**src/rtl/fppc_pkg.sv**
```systemverilog
package fppc_pkg;

  // Table geometry
  localparam int ENTRIES = 1024;
  localparam int IDX_W   = $clog2(ENTRIES);
  localparam int CNT_W   = $clog2(ENTRIES + 1);

  // Field widths fixed by the interface
  localparam int PORT_W   = 16;
  localparam int ADDR_W   = 32;
  localparam int PKT_W    = 32;
  localparam int EIDX_W   = 10;
  localparam int CFG_IDX_W = 8;

  localparam logic [PORT_W-1:0] PORT_A_RESET = 16'd8080;
  localparam logic [PORT_W-1:0] PORT_B_RESET = 16'd50070;

  // Configuration register indexes
  localparam logic [CFG_IDX_W-1:0] REG_PORT_A = 8'd0;
  localparam logic [CFG_IDX_W-1:0] REG_PORT_B = 8'd1;

  typedef struct packed {
    logic [PORT_W-1:0] src_port;
    logic [ADDR_W-1:0] src_addr;
    logic [ADDR_W-1:0] dst_addr;
  } in_item_t;

  typedef struct packed {
    logic              matched;
    logic [EIDX_W-1:0] entry_index;
    logic [PKT_W-1:0]  packet_count;
    logic              new_flow;
    logic              table_full;
  } out_item_t;

  // Controller to datapath
  typedef struct packed {
    logic load;
    logic scan;
    logic fin_nomatch;
    logic fin_hit;
    logic fin_miss;
  } cmd_t;

  // Datapath to controller
  typedef struct packed {
    logic port_hit;
    logic hit;
    logic last;
    logic out_free;
  } status_t;

endpackage

```
**src/rtl/fppc_ctrl.sv**
```systemverilog
module fppc_ctrl import fppc_pkg::*; (
  input  logic    clk,
  input  logic    rst_n,
  input  logic    in_valid,
  output logic    in_ready,
  input  status_t status,
  output cmd_t    cmd
);

  localparam logic [1:0] ST_IDLE  = 2'd0;
  localparam logic [1:0] ST_CHECK = 2'd1;
  localparam logic [1:0] ST_SCAN  = 2'd2;

  logic [1:0] state_r;
  logic [1:0] state_nxt;

  assign in_ready = (state_r == ST_IDLE);

  always_comb begin
    state_nxt = state_r;
    cmd       = '0;
    unique case (state_r)
      ST_IDLE: begin
        if (in_valid) begin
          cmd.load  = 1'b1;
          state_nxt = ST_CHECK;
        end
      end
      ST_CHECK: begin
        if (status.port_hit) begin
          state_nxt = ST_SCAN;
        end else if (status.out_free) begin
          cmd.fin_nomatch = 1'b1;
          state_nxt       = ST_IDLE;
        end
      end
      ST_SCAN: begin
        // A hit on the entry just read wins over running off the end.
        if (status.hit) begin
          if (status.out_free) begin
            cmd.fin_hit = 1'b1;
            state_nxt   = ST_IDLE;
          end
        end else if (status.last) begin
          if (status.out_free) begin
            cmd.fin_miss = 1'b1;
            state_nxt    = ST_IDLE;
          end
        end else begin
          cmd.scan = 1'b1;
        end
      end
      default: begin
        state_nxt = ST_IDLE;
      end
    endcase
  end

  always_ff @(posedge clk) begin
    if (!rst_n) begin
      state_r <= ST_IDLE;
    end else begin
      state_r <= state_nxt;
    end
  end

endmodule

```
**config.mk**
```make
export PLATFORM = sky130hd
export DESIGN_NAME = fppc_ctrl
export DESIGN_NICKNAME = d
export VERILOG_FILES = /design/src/rtl/fppc_pkg.sv /design/src/rtl/fppc_ctrl.sv
export SDC_FILE = /design/constraint.sdc
export NUM_CORES = 1
export LEC_CHECK = 0
export BUFFER_PORTS_ARGS = -buffer_cell sky130_fd_sc_hd__buf_2
export CORE_AREA = 2 2 39 41
export CTS_BUF_LIST = sky130_fd_sc_hd__clkbuf_8
export CTS_CLUSTER_SIZE = 14
export DETAILED_ROUTE_END_ITERATION = 12
export DIE_AREA = 0 0 41 43
export PLACE_DENSITY = 0.42
export SKIP_LAST_GASP = 1
export SYNTH_ARGS = -nofsm -noshare
export SYNTH_HDL_FRONTEND = slang
export SYNTH_SLANG_ARGS = --single-unit
```
**constraint.sdc**
```tcl
create_clock -name clk -period 1.55 [get_ports clk]
set_clock_uncertainty 0.15 [all_clocks]
set_input_delay 0.155 -clock clk [delete_from_list [all_inputs] [get_ports clk]]
set_output_delay 0.155 -clock clk [all_outputs]
set_load 0.01 [all_outputs]
```
==> run_results.csv, run 1 <==
group,metric,value,unit
outcome,status,"finished clean",
sta,worst_slew_margin_rel,81.65,%
grt,grt.total_usage,6.807,%
sta,fin_crit_sh,90.83,%
hold_path,hold_path_class,"in -> reg",
logic_synthesis,synthCells,16,
clock_tree,cts_tree,"yes",
floorplan,dieArea,1763,um2
logic_synthesis,synth_area_leaders,"dfxtp_1 26%, nor4b_2 9.8%, nand2b_1 8.2%",
final_layout,seqCellArea,40.04,um2
final_layout,nets,40,
power,leakagePower,0.1337,nW
worst_setup_path,cp.arrival,1.10,ns
logic_synthesis,async_flop_share,0,%
routing,firstDrtPassIters,2,
worst_setup_path,critPathKind,"reg -> out",
worst_setup_path,r2r_cells,2,
power,ir_worst_vdd,0.4356,mV
logic_synthesis,yosys_warnings,0,
sta,timing.final.max_slew_violations,0,
logic_synthesis,ys_seq_area_share,26.23,%
logic_synthesis,synth_edf_count,0,
worst_setup_path,crit_chain,"nor4bb_1 -> buf_2",
grt,grt_pass1_vias,151,
sta,tightest_slew,0.2715,ns
logic_synthesis,synthesis.area,152.6,um2
clock_tree,cts.sinks,2,
routing,drc_errors,0,
final_layout,syn2layout_area_growth,79.51,%
place,dp_hpwl,377.4,um
clock_tree,post_cts_buffers,0,
worst_setup_path,crit_path_end_kind,"primary output",
power,power_density,1107,nW/um2
sta,setup_tns,0,ns
worst_setup_path,rrSetupSlack,0.37,ns
worst_setup_path,timing.rr.start,"state_r[0]",
worst_setup_path,startpoint_type,"flip-flop",
worst_setup_path,critPathBufInv,1,
routing,via_per_inst,3.915,
logic_synthesis,synth_top_area_cell,"dfxtp_1",
grt,grt_pass1_wl,703,um
clock_tree,cts_made_buffers,3,
final_layout,antenna_cells,0,
logic_synthesis,ys_types,14,
final_layout,num-fill-cells,150,
logic_synthesis,synth_area_per_cell,9.540,um2
routing,num_vias,184,
clock_tree,cts_buffer_depth,2,
routing,wire_per_inst,10.09,um
place,gp_congestion,0.6167,
floorplan,ios,13,
place,port_buffers,12,
clock_tree,cts.reportedPaths.clkPinSlew,0.03,ns
final_layout,drive_gt1_share,54.84,%
floorplan,core-area,1384,um2
clock_tree,insertion_delay,0.21,ns
final_layout,largestRegisters,"state_r x2",
grt,grt_max_degree,9,
worst_setup_path,critPathMaxStageDelay,0.43,ns
worst_setup_path,cpMaxStageDelayCell,"dfxtp_1",
hold_path,min_from,"rst_n",
logic_synthesis,synth-seq-cells,2,
clock_tree,root_buffer,"clkbuf_8",
sta,fmax,710.3,MHz
worst_setup_path,rr_endpoint,"state_r[0]",
routing,drtAntennaViolNets,0,
worst_setup_path,crit_path_max_fanout,8,
sta,fin_crit,1.408,ns
worst_setup_path,cp.required,1.24,ns
grt,grt_overflow,0,
sta,rsz0062_at_grt,"false",
flow_run,cap_violations,0,
logic_synthesis,synthTopCellsByCount,"2 x dfxtp_1, 2 x nand2b_1",
place,place_ws,0.3603,ns
hold_path,whs_path_depth,2,
routing,routed_wl,474,um
logic_synthesis,synth.top_cell.area_share,26.23,%
floorplan,initial_core_util,11.03,%
logic_synthesis,synth_nets,23,
sta,finalHoldViolations,0,
hold_path,min_to,"state_r[1]",
floorplan,die_height,43,um
clock_tree,cts_hold_buf,0,
clock_tree,cts_resized,0,
final_layout,multiInputGateArea,112.6,um2
sta,setup_viol,0,
floorplan,rows,14,
sta,setup_slack,0.1422,ns
worst_setup_path,path_delay_family,"flip-flops",
grt,antenna_found_initial,0,
logic_synthesis,ys.flop_type,"dfxtp_1",
final_layout,largest_register_ffs,2,
clock_tree,htreeDepth,1,
final_layout,top_register,"state_r",
routing,drt_iter0_markers,1,
floorplan,die_w,41,um
report_power, final:
| part | internal [mW] | switching, mW |
|---|---|---|
| Sequential | 0.0552 | 0.00497 |
| Clock | 0.164 | 0.0407 |
| Combinational | 0.0199 | 0.0184 |
metrics by stage:
step	hold slack (ns)	instances	power, mW	cell area (um2)	utilization (%)
final	0.03884	47	0.3033	274.0	19.80
after global routing	0.04361	47	0.3246	274.0	19.80
after CTS	0.03193	47	0.3112	274.0	19.80
after detailed placement	0.2508	44	0.09888	232.7	16.82
after global placement	0.2683	44	0.09990	232.7	16.82
after floorplan	0.1329	16	0.07814	152.6	-
kinds of logic after synthesis:
kind of cell	after synthesis	synth area share (%)
DFF	2	26.23
and+or+nand+nor	12	62.30
AOI/OAI and AO/OA	2	11.48
cell usage in the layout (no fill, tap or decap):
| master | count |
|---|---|
| a21oi_2 | 1 |
| and2_1 | 1 |
| and3_1 | 1 |
| and3b_1 | 1 |
| and4b_1 | 1 |
| buf_2 | 12 |
| clkbuf_8 | 3 |
| dfxtp_1 | 2 |
| nand2b_1 | 2 |
| nor2_1 | 1 |
| nor2b_1 | 1 |
| nor3b_1 | 1 |
| nor4b_2 | 1 |
| nor4bb_1 | 1 |
| o31a_1 | 1 |
| or3b_1 | 1 |
metal layers:
layer | track usage, % | vias to the layer above | wire length, um
met3 | 2.094 | 2 | 77
met4 | 10.00 | 0 | 14
met5 | 0 | - | 0
li1 | - | 92 | -
met2 | 4.063 | 15 | 125
met1 | 11.46 | 75 | 256
worst max-delay path by stage:
stage / depth (start not counted) / endpoint / startpoint
6_report: 2 / cmd[2] / state_r[0]
5_1_grt: 2 / cmd[2] / state_r[0]
4_1_cts: 2 / cmd[2] / state_r[0]
3_5_place_dp: 2 / cmd[2] / state_r[0]
3_3_place_gp: 2 / cmd[2] / state_r[0]
2_1_floorplan: 2 / state_r[1] / state_r[0]
cell type report:
type	count	area share, %
repair buffers	12	21.92
flip-flops and latches	2	14.61
multi-input cells	14	41.10
clock buffers	3	15.07
well taps	16	7.306
(Power assumes the default switching activity.)
==> inputs of run 2 (changes only) <==
--- a/config.mk
+++ b/config.mk
@@ -5,13 +5,14 @@
 export SDC_FILE = /design/constraint.sdc
 export NUM_CORES = 1
 export LEC_CHECK = 0
+export ABC_AREA = 1
 export BUFFER_PORTS_ARGS = -buffer_cell sky130_fd_sc_hd__buf_2
 export CORE_AREA = 2 2 39 41
 export CTS_BUF_LIST = sky130_fd_sc_hd__clkbuf_8
 export CTS_CLUSTER_SIZE = 14
 export DETAILED_ROUTE_END_ITERATION = 12
 export DIE_AREA = 0 0 41 43
-export PLACE_DENSITY = 0.42
+export PLACE_DENSITY = 0.43
 export SKIP_LAST_GASP = 1
 export SYNTH_ARGS = -nofsm -noshare
 export SYNTH_HDL_FRONTEND = slang
==> constraint.sdc (replaced) <==
create_clock -name clk -period 1.7 [get_ports clk]
set_clock_uncertainty 0.15 [all_clocks]
set_input_delay 0.17 -clock clk [delete_from_list [all_inputs] [get_ports clk]]
set_output_delay 0.17 -clock clk [all_outputs]
set_load 0.01 [all_outputs]
==> run 2 against run 1 <==
Compared with the run above:
- count of clock-buffer cells in the layout did not move
- clock power fell by 9%
- sequential power down 8.5%
- total power decreased by 3.7%
- die area unchanged
- critical path depth is 2 higher
- cell area is 1.8% higher
- critical endpoint is now cmd[0]
- sequential cell count is the same
- sequential share of layout area is 0.26 points lower
- final cell count up 26%
==> run_results.csv, run 2 <==
group,metric,value,unit
grt,grt_max_degree,6,
grt,grt_overflow,0,
final_layout,num-fill-cells,173,
sta,setup_tns,0,ns
clock_tree,cts_buffer_depth,2,
clock_tree,htreeDepth,1,
logic_synthesis,synthTopCellsByCount,"7 x inv_1, 6 x nor2_1, 4 x nand2_1",
hold_path,hold_path_class,"in -> reg",
place,port_buffers,12,
place,gp_congestion,0.6186,
floorplan,die_height,43,um
logic_synthesis,synthCells,28,
clock_tree,cts_tree,"yes",
power,clockPowerShare,63.8,%
logic_synthesis,synth_area_per_cell,5.630,um2
final_layout,final_common_cell,"buf_2",
clock_tree,root_buffer,"clkbuf_8",
logic_synthesis,synth_nets,35,
final_layout,largest_register_ffs,2,
grt,grt_use_met2,8.438,%
clock_tree,cts.reportedPaths.clkPinSlew,0.03,ns
power,seqPwrFrac,18.9,%
final_layout,drive_gt1_share,41.86,%
grt,busiest_layer,"met4",
worst_setup_path,cpMaxStageDelayCell,"dfxtp_1",
logic_synthesis,ys_seq_area_share,25.40,%
sta,holdWs,0.03670,ns
grt,grt.total_usage,7.523,%
sta,rsz0062_at_grt,"false",
grt,gr-usage-met3,3.141,%
grt,grt.met1_usage,8.654,%
worst_setup_path,cp.required,1.38,ns
routing,drtAntennaViolNets,0,
power,pwr-share-comb,17.3,%
power,power.internal,221.6,uW
routing,via_per_inst,3.831,
routing,routed_wl,466,um
floorplan,rows,14,
logic_synthesis,yosys_warnings,0,
logic_synthesis,async_flop_share,0,%
worst_setup_path,path_delay_family,"flip-flops",
worst_setup_path,crit_path_max_fanout,5,
logic_synthesis,synth_top_area_cell,"dfxtp_1",
worst_setup_path,cp.arrival,1.02,ns
grt,grt_pass1_vias,207,
final_layout,final_cell_mix,"12 x buf_2, 7 x inv_1, 6 x nor2_1",
floorplan,core-area,1384,um2
power,leakagePower,0.1606,nW
logic_synthesis,synth-seq-cells,2,
clock_tree,cts.sinks,2,
logic_synthesis,ys.flop_type,"dfxtp_1",
sta,fmax,744.0,MHz
final_layout,nets,52,
grt,grt_pass1_wl,814,um
routing,firstDrtPassIters,4,
final_layout,largestRegisters,"state_r x2",
routing,wire_per_inst,7.898,um
power,switching_power,70.38,uW
routing,num_vias,226,
clock_tree,cts_hold_buf,0,
logic_synthesis,synth_area_leaders,"dfxtp_1 25%, inv_1 17%, nor2_1 14%",
final_layout,antenna_cells,0,
final_layout,syn2layout_area_growth,76.98,%
floorplan,dieArea,1763,um2
outcome,status,"finished clean",
flow_run,cap_violations,0,
grt,antenna_found_initial,0,
worst_setup_path,startpoint_type,"flip-flop",
clock_tree,post_cts_buffers,0,
power,ir_worst_vdd,0.2526,mV
worst_setup_path,critPathMaxStageDelay,0.30,ns
worst_setup_path,critPathBufInv,2,
sta,worst_slew_margin_rel,86.12,%
routing,drc_errors,0,
final_layout,top_register,"state_r",
logic_synthesis,synth.most_common_cell,"inv_1",
sta,timing.final.max_slew_violations,0,
logic_synthesis,synth_edf_count,0,
logic_synthesis,ys_types,10,
place,dp_hpwl,370.6,um
logic_synthesis,synthesis.area,157.7,um2
sta,fin_crit,1.344,ns
power,swShare,24.11,%
logic_synthesis,synth.top_cell.area_share,25.40,%
floorplan,die_w,41,um
sta,finalHoldViolations,0,
clock_tree,cts_made_buffers,3,
floorplan,initial_core_util,11.39,%
worst_setup_path,critPathKind,"reg -> out",
routing,drt_iter0_markers,6,
clock_tree,cts_resized,0,
sta,tightest_slew,0.2062,ns
floorplan,ios,13,
worst_setup_path,crit_path_end_kind,"primary output",
sta,setup_viol,0,
sta,fin_crit_sh,79.06,%
power,power_density,1046,nW/um2
worst_setup_path,crit_chain,"inv_2 -> nand2_2 -> nor4_1 -> buf_2",
clock_tree,insertion_delay,0.21,ns
-- run 2: cell count changes after synthesis, sizes merged, moves of 2 or more --
cell | before | now
nand2 | 0 | 5
nand2b | 2 | 0
inv | 0 | 8
nor3 | 0 | 2
nor4 | 0 | 2
nand3 | 0 | 2
nor2 | 1 | 7
-- run 2: layout make-up --
type / count / area, um2 / area share, %
clock buffers: 3 / 41.29 / 14.80
inverters: 8 / 30.03 / 10.76
multi-input cells: 18 / 87.58 / 31.39
flip-flops and latches: 2 / 40.04 / 14.35
well taps: 16 / 20.02 / 7.175
repair buffers: 12 / 60.06 / 21.52
-- run 2: cells by family (layout without fill, tap and decap cells) --
family | after synthesis | in the layout | share of synthesized area, %
DFF | 2 | 2 | 25.40
and+or+nand+nor | 18 | 18 | 55.55
buffers and inverters | 8 | 23 | 19.05
-- run 2: path summary, 6_finish.rpt --
check	start	end	slack, ns	depth (start not counted)
worst max-delay path	state_r[0]	cmd[0]	0.36	4
worst min-delay path	rst_n	state_r[1]	0.04	3
worst max register to register	state_r[1]	state_r[1]	0.71	5
worst min register to register	state_r[0]	state_r[0]	0.45	3
-- run 2: tightest hold or removal path: cells and delay by family --
kind	cells	cell delay [ns]
buffers and inverters	2	0.14
AND/OR/NAND/NOR	1	0.03
-- run 2: per-stage QoR --
| stage | instances | area [um2] | total power, mW | worst slack (ns) | util (%) |
|---|---|---|---|---|---|
| 3_5_place_dp | 56 | 237.7 | 0.1065 | 0.5679 | 17.18 |
| 4_1_cts | 59 | 279.0 | 0.2959 | 0.3481 | 20.16 |
| 3_3_place_gp | 56 | 237.7 | 0.1056 | 0.5653 | 17.18 |
| 5_1_grt | 59 | 279.0 | 0.3150 | 0.2725 | 20.16 |
| 2_1_floorplan | 28 | 157.7 | 0.08580 | 0.5708 | - |
| 6_report | 59 | 279.0 | 0.2920 | 0.3560 | 20.16 |
-- run 2: routing by layer --
| metal | vias to the layer above | share of wire, % | wire length (um) |
|---|---|---|---|
| met2 | 11 | 45 | 209 |
| met5 | - | 0 | 0 |
| met4 | 0 | 4.3 | 20 |
| met3 | 2 | 8.4 | 39 |
| met1 | 96 | 42 | 196 |
| li1 | 117 | - | - |
-- run 2: power by group through the flow --
stage	combinational [mW]	sequential (mW)	clock [mW]
2_1_floorplan	0.0307	0.0551	0
3_3_place_gp	0.0501	0.0556	0
3_5_place_dp	0.0508	0.0557	0
4_1_cts	0.0510	0.0551	0.190
5_1_grt	0.0594	0.0560	0.200
6_report	0.0506	0.0551	0.186
==> inputs of run 3 (changes only) <==
==> constraint.sdc (replaced) <==
create_clock -name clk -period 1.33 [get_ports clk]
set_clock_uncertainty 0.15 [all_clocks]
set_input_delay 0.133 -clock clk [delete_from_list [all_inputs] [get_ports clk]]
set_output_delay 0.133 -clock clk [all_outputs]
set_load 0.01 [all_outputs]
==> run 3 against run 2 <==
Compared with the run above:
- first-iteration DRC count is 67% lower
- core utilization is 2.1 points higher
- final cell count is 1.7% higher
- critical endpoint unchanged
==> run_results.csv, run 3 (synthesized netlist as in run 2, its figures left out) <==
group,metric,value,unit
worst_setup_path,crit_path_max_fanout,5,
hold_path,hold_path_class,"in -> reg",
clock_tree,post_cts_buffers,0,
clock_tree,cts.sinks,2,
clock_tree,cts_made_buffers,3,
routing,drc_errors,0,
place,place_ws,0.2154,ns
final_layout,syn2layout_area_growth,95.24,%
sta,setup_slack,0.06756,ns
power,switching_power,93.04,uW
power,clockPowerShare,62.5,%
power,power.internal,287.0,uW
sta,fmax,792.1,MHz
final_layout,top_register,"state_r",
place,dp_hpwl,354.4,um
routing,via_per_inst,3.483,
power,seqPwrFrac,18.9,%
grt,grt.total_usage,6.212,%
floorplan,die_w,41,um
clock_tree,cts_tree,"yes",
sta,worst_slew_margin_rel,88.13,%
worst_setup_path,crit_path_end_kind,"primary output",
grt,grt_pass1_wl,600,um
place,port_buffers,12,
worst_setup_path,cp.arrival,0.98,ns
floorplan,dieArea,1763,um2
clock_tree,cts_buffer_depth,2,
floorplan,die_height,43,um
final_layout,largestRegisters,"state_r x2",
sta,fin_crit_sh,94.92,%
grt,antenna_found_initial,0,
worst_setup_path,critical_path.startpoint,"state_r[0]",
sta,fin_crit,1.262,ns
routing,num_vias,209,
sta,tightest_slew,0.1765,ns
worst_setup_path,cpMaxStageDelayCell,"dfxtp_1",
clock_tree,root_buffer,"clkbuf_8",
final_layout,final_cell_mix,"12 x buf_2, 7 x inv_1, 6 x nor2_1",
final_layout,antenna_cells,0,
sta,setup_viol,0,
worst_setup_path,path_delay_family,"flip-flops",
worst_setup_path,critPathBufInv,2,
sta,rsz0062_at_grt,"true",
final_layout,largest_register_ffs,2,
grt,grt_overflow,0,
place,place_inst,56,
hold_path,min_from,"in_valid",
power,power_density,1235,nW/um2
grt,grt_pass1_vias,145,
sta,timing.final.max_slew_violations,0,
floorplan,core-area,1384,um2
floorplan,ios,13,
final_layout,drive_gt1_share,47.73,%
clock_tree,htreeDepth,1,
place,gp_congestion,0.6168,
flow_run,cap_violations,0,
final_layout,final_common_cell,"buf_2",
power,p_total,380.1,uW
final_layout,nets,53,
floorplan,initial_core_util,11.39,%
routing,drtAntennaViolNets,0,
routing,firstDrtPassIters,3,
routing,routed_wl,435,um
worst_setup_path,critPathKind,"reg -> out",
worst_setup_path,timing.rr.start,"state_r[1]",
grt,grt_max_degree,6,
power,pwr-share-comb,18.6,%
sta,finalHoldViolations,0,
final_layout,num-fill-cells,162,
worst_setup_path,cp.required,1.05,ns
floorplan,rows,14,
worst_setup_path,startpoint_type,"flip-flop",
routing,drt_iter0_markers,2,
final_layout,stdcell_count,60,
routing,wire_per_inst,7.250,um
worst_setup_path,critPathMaxStageDelay,0.30,ns
worst_setup_path,crit_chain,"inv_2 -> nand2_4 -> nor4_2 -> buf_2",
power,ir_worst_vdd,0.4683,mV
outcome,status,"finished clean",
clock_tree,insertion_delay,0.21,ns
clock_tree,cts.reportedPaths.clkPinSlew,0.03,ns
power,leakagePower,0.1703,nW
power,swShare,24.48,%
==> run 3: through the flow <==
stage	hold WS [ns]	setup TNS, ns	area (um2)	utilization [%]
2_1_floorplan	0.09522	0	157.7	-
3_3_place_gp	0.2179	0	237.7	17.18
3_5_place_dp	0.2145	0	237.7	17.18
4_1_cts	0.05690	0	290.3	20.98
5_1_grt	0.09503	-0.004682	307.8	22.24
6_report	0.05298	0	307.8	22.24
==> run 3: timing repair <==
action                                 4_1_cts  5_1_grt
endpoints found under the hold margin        1        0
gates resized for setup                      1        3
hold buffers                                 1        0
cloned                                       0        0
setup endpoints to repair                    1        2
==> run 3: power by group through the flow <==
stage | registers, mW | clock network [mW] | logic (mW)
CTS | 0.0711 | 0.245 | 0.0670
detailed placement | 0.0713 | 0 | 0.0645
finish | 0.0720 | 0.238 | 0.0705
floorplan | 0.0704 | 0 | 0.0393
global placement | 0.0711 | 0 | 0.0639
global route | 0.0725 | 0.255 | 0.0801
==> run 3: worst paths after layout <==
| path | to | slack, ns | cells after the start |
|---|---|---|---|
| min reg2reg | state_r[1] | 0.45 | 4 |
| min | state_r[0] | 0.05 | 3 |
| max reg2reg | state_r[1] | 0.36 | 5 |
| max | cmd[0] | 0.07 | 4 |
==> run 3: final cells by class <==
class	count	area [um2]	share of cell area [%]
tap	16	20.02	6.504
sequential	2	41.29	13.41
inverter	8	30.03	9.756
clock buffer	3	41.29	13.41
timing repair buffer	13	70.07	22.76
multi-input combinational	18	105.1	34.15
==> run 3: tightest hold or removal path: cells and delay by family <==
kind,cells,cell delay (ns)
buffers and inverters,1,0.09
and+or+nand+nor,2,0.14
==> run 3: routing by layer <==
metal / track usage (%) / part of all wire [%] / vias to the layer above
li1: - / - / 117
met1: 7.029 / 43 / 83
met2: 5.938 / 47 / 9
met3: 4.712 / 9.7 / 0
met4: 8.000 / 0 / 0
met5: 0 / 0 / -
